--- src/rtl/core/wls_pkg.sv ---
// Shared types and constants for the windowed latency statistics block.
// No dependencies.
package wls_pkg;

  localparam logic [1:0] CMD_RECORD = 2'd0;
  localparam logic [1:0] CMD_QUERY  = 2'd1;
  localparam logic [1:0] CMD_CLEAR  = 2'd2;
  localparam logic [1:0] CMD_UNUSED = 2'd3;

  localparam int OUT_TIME_W = 24;
  localparam int OUT_CNT_W  = 10;
  localparam int RATE_W     = 17;
  localparam int CNT_W      = 32;

  // datapath commands from the controller
  typedef struct packed {
    logic load;       // latch query inputs, reset accumulators
    logic scan_step;  // accumulate one sample, count rank candidates
    logic div_start;  // launch the dividers
    logic div_step;   // one quotient bit per divider
    logic write;      // write a sample at the write slot
    logic clear;      // empty the window
    logic sel_next;   // take the next percentile candidate
  } wls_cmd_t;

  typedef struct packed {
    logic scan_last;  // current scan index is the last sample
    logic div_done;   // all quotient bits produced
    logic sel_done;   // percentile found
    logic empty;      // window holds no samples
  } wls_sts_t;

endpackage

--- src/rtl/core/wls_ctrl.sv ---
// Controller state machine sequencing scans, rank selection and division.
// Depends on wls_pkg.
module wls_ctrl (
  input  logic               clk,
  input  logic               rst_n,
  input  logic               in_fire,
  input  logic [1:0]         in_cmd,
  input  logic               out_free,
  output logic               busy,
  output logic               res_load,
  output wls_pkg::wls_cmd_t  cmd,
  input  wls_pkg::wls_sts_t  sts
);
  import wls_pkg::*;

  localparam logic [2:0] S_IDLE = 3'd0;
  localparam logic [2:0] S_SCAN = 3'd1;
  localparam logic [2:0] S_TAIL = 3'd2;
  localparam logic [2:0] S_SEL  = 3'd3;
  localparam logic [2:0] S_DIV  = 3'd4;
  localparam logic [2:0] S_OUT  = 3'd5;

  logic [2:0] state_r, state_nxt;
  logic       first_r, first_nxt;

  always_comb begin
    state_nxt = state_r;
    first_nxt = first_r;
    cmd       = '0;
    res_load  = 1'b0;
    case (state_r)
      S_IDLE: begin
        if (in_fire) begin
          case (in_cmd)
            CMD_RECORD: cmd.write = 1'b1;
            CMD_CLEAR:  cmd.clear = 1'b1;
            CMD_QUERY: begin
              cmd.load  = 1'b1;
              first_nxt = 1'b1;
              state_nxt = S_SCAN;
            end
            default: ;
          endcase
        end
      end
      S_SCAN: begin
        if (sts.empty) begin
          state_nxt = S_DIV; cmd.div_start = 1'b1;
        end else begin
          cmd.scan_step = 1'b1;
          if (sts.scan_last) state_nxt = S_TAIL;
        end
      end
      S_TAIL: state_nxt = S_SEL;  // let the last read settle
      S_SEL: begin
        if (first_r) begin
          // first pass done: start the dividers, the mean one on its sum
          cmd.div_start = 1'b1;
          first_nxt = 1'b0;
          state_nxt = S_DIV;
        end else if (sts.sel_done) begin
          state_nxt = S_OUT;
        end else begin
          cmd.sel_next = 1'b1;
          state_nxt = S_SCAN;
        end
      end
      S_DIV: begin
        cmd.div_step = 1'b1;
        if (sts.div_done) begin
          cmd.div_step = 1'b0;
          if (sts.empty) state_nxt = S_OUT;
          else begin
            cmd.sel_next = 1'b1; state_nxt = S_SCAN;
          end
        end
      end
      S_OUT: begin
        if (out_free) begin
          res_load = 1'b1; state_nxt = S_IDLE;
        end
      end
      default: state_nxt = S_IDLE;
    endcase
  end

  assign busy = (state_r != S_IDLE);

  always_ff @(posedge clk) begin
    if (!rst_n) begin
      state_r <= S_IDLE; first_r <= 1'b0;
    end else begin
      state_r <= state_nxt; first_r <= first_nxt;
    end
  end
endmodule

--- config.mk ---
export PLATFORM = sky130hd
export DESIGN_NAME = wls_ctrl
export DESIGN_NICKNAME = d
export VERILOG_FILES = /design/src/rtl/core/wls_pkg.sv /design/src/rtl/core/wls_ctrl.sv
export SDC_FILE = /design/constraint.sdc
export NUM_CORES = 1
export LEC_CHECK = 0
export BUFFER_PORTS_ARGS = -buffer_cell sky130_fd_sc_hd__buf_2
export CAP_MARGIN = 20
export CORE_AREA = 4 4 41 43
export CTS_CLUSTER_SIZE = 40
export DETAILED_ROUTE_END_ITERATION = 16
export DIE_AREA = 0 0 45 47
export REMOVE_ABC_BUFFERS = 1
export SLEW_MARGIN = 20
export SYNTH_ARGS = -nofsm -noshare
export SYNTH_HDL_FRONTEND = slang
export SYNTH_SLANG_ARGS = --single-unit
--- constraint.sdc ---
create_clock -name clk -period 1.6 [get_ports clk]
set_input_delay 0.16 -clock clk [delete_from_list [all_inputs] [get_ports clk]]
set_output_delay 0.16 -clock clk [all_outputs]
set_load 0.03 [all_outputs]
==> results.yml <==
layout:
  final_cell_mix: "16 x buf_2, 4 x nor3_1, 4 x clkbuf_4"
  final_core_util: 0.3596
  finalNetCount: 73
  n_fill_cell: 148
  syn_to_final_growth_pct: 41.13
  drive_above_1_share: 0.4918
  diodes: 0
  final_common_cell: "buf_2"
worst_setup_path:
  crit_path_end_kind: "output port"
  crit_path_start: "state_r[0]"
  regToRegEndpoint: "state_r[1]"
  worstPathMaxFanout: 9
  worstPathCellList: "or3b_1, o22ai_1, clkbuf_4"
  start_kind: "flop"
  cpPeakStageDelay_ns: 0.40
  crit_end: "cmd[0]"
  worstSetupPathType: "reg -> out"
  cp.required_ns: 1.44
  crit_arrival_ns: 1.37
  reg2reg_depth: 3
  r2r_start: "state_r[1]"
  cp.depth: 3
  rrSetupSlack_ns: 0.35
  cp_num_buf_inv: 1
  cp_slowest_cell: "or3b_1"
  critical-path-top-delay-family: "simple AND/OR/NAND/NOR gates"
routing:
  viasPerCell: 5.092
  first_pass_iters: 4
  routed_wl_um: 877
  vias: 387
  drt_iter0_drc: 9
  ant_nets: 0
  wl_per_cell_um: 11.54
  drc: 0
cts:
  cts_buffers: 3
  postCtsSetupBuffers: 0
  clkLatencyLatePin_ns: 0.23
  h-tree-depth: 1
  clock-sinks: 4
  cts_tree: "yes"
  path_clk_slew_ns: 0.04
  clockBufferDepth: 2
  cts-root-buf: "clkbuf_4"
sta:
  clock-skew-final_ns: 0.002688
  clock.fmax_ghz: 0.6539
  timing.final.ws_setup_ns: 0.07080
  slew_headroom: 0.6686
  setup_violations: 0
  maxSlewViolCount: 0
  fin_crit_sh: 0.9557
  fin_crit_ns: 1.529
  worst_pin_slew_ns: 0.4907
  rsz0062_at_grt: "no"
  finalHoldViolations: 0
synth:
  synth-seq-cells: 4
  yosysSeqAreaShare: 0.2415
  syn_area_um2: 331.6
  synth_top_area_frac: 0.2415
  syn_avg_cell_area_um2: 8.087
  ys_warn_count: 0
  syn_inst: 41
  yosysTopAreaCell: "dfxtp_1"
  synthDistinctLibCells: 24
  netlist_top_cells_area: "dfxtp_1 24%, or3b_1 7.9%, nor3_1 7.5%"
placed_design:
  preCtsSetupSlack_ns: 0.2100
  io_buffers: 18
  gp_congestion: 0.6987
  hpwl_um: 695.7
job:
  max_cap_violations: 0
hold_path:
  min_path_cells: 3
  hp-class: "in -> reg"
  worstHoldStart: "rst_n"
pwr:
  total_power_uw: 430.1
  ir_drop_v: 0.0005135
  powerDensity_nw_per_um2: 919.2
  p_leak_nw: 0.2128
die:
  initial_core_util: 0.2548
  die_w_um: 45
  rows: 13
  core_area_um2: 1301
  die_h_um: 47
  ioPinCount: 19
  die_area_um2: 2115
global_routing:
  grt_pass1_vias: 390
  grt_pass1_wl_um: 1504
  grt_max_degree: 10
  grt_overflow: 0
  antenna_found_initial: 0
  track_usage: 0.09953
status:
  status: "completed"
-- stage by stage --
step                cell area, um2  setup TNS [ns]  cells  hold WS (ns)
global route                 467.9               0     76        0.2198
floorplan                    315.3        -0.06299     39        0.3138
finish                       467.9               0     76        0.2082
detailed placement           431.7               0     73        0.4558
CTS                          459.2               0     76        0.2086
global placement             431.7               0     73        0.4460
-- power breakdown --
| group | leakage, nW | internal (mW) | switching (mW) |
|---|---|---|---|
| clock | 0.0138 | 0.0837 | 0.0387 |
| sequential | 0.0340 | 0.114 | 0.0243 |
| combinational | 0.165 | 0.0661 | 0.103 |
-- kinds of logic (layout without fill, tap and decap cells) --
| logic type | Yosys count | after routing | share of synthesized area |
|---|---|---|---|
| AOI/OAI and AO/OA | 8 | 8 | 0.1699 |
| buffers and inverters | 5 | 25 | 0.08300 |
| DFF | 4 | 4 | 0.2415 |
| muxes | 2 | 2 | 0.06038 |
| and+or+nand+nor | 22 | 22 | 0.4453 |
-- sequential cells by signal, indices dropped and copies added, names as in the netlist --
name / count
state_r: 3
first_r: 1
-- layout make-up --
type / count / area (um2) / share of cell area
clock buffers: 3 / 22.52 / 0.04813
inverters: 3 / 11.26 / 0.02406
multi-input cells: 32 / 229.0 / 0.4893
flip-flops and latches: 4 / 83.83 / 0.1791
well taps: 15 / 18.77 / 0.04011
repair buffers: 19 / 102.6 / 0.2193
-- metal layers --
layer / global-route usage / share of wire
met1: 0.1091 / 0.49
met2: 0.1610 / 0.44
met3: 0.02299 / 0.056
met4: 0.08772 / 0.021
met5: 0 / 0
-- worst register-to-register path, stage by stage (launching register included) --
cell and delay [ns]:
dfxtp_2 0.34, buf_4 0.16, o41ai_1 0.53, nor3_1 0.09
-- synth_stat cells, drive strengths merged --
library cell	instances
and3b	1
a21oi	1
inv	3
dfxtp	4
mux2i	2
nand2b	1
nand4	1
nor4b	2
o21ai	2
buf	2
o22ai	1
nand2	3
a21boi	1
o41ai	1
a211oi	1
nand3	1
o211ai	1
or3b	3
and4b	1
nor2b	1
nor3	5
nor2	3
-- worst min path at each step --
stage                  to  slack, ns
6_report       state_r[0]       0.21
5_1_grt        state_r[0]       0.22
4_1_cts           first_r       0.21
3_5_place_dp      first_r       0.46
3_3_place_gp      first_r       0.45
2_1_floorplan     first_r       0.31
-- what timing repair did --
item | 4_1_cts | 5_1_grt
pin swaps | 0 | 1
cloned | 0 | 0
setup endpoints to repair | 1 | 3
resized for setup | 1 | 7
hold buffers | 0 | 0
No activity file was read; power rests on OpenSTA's default activity.
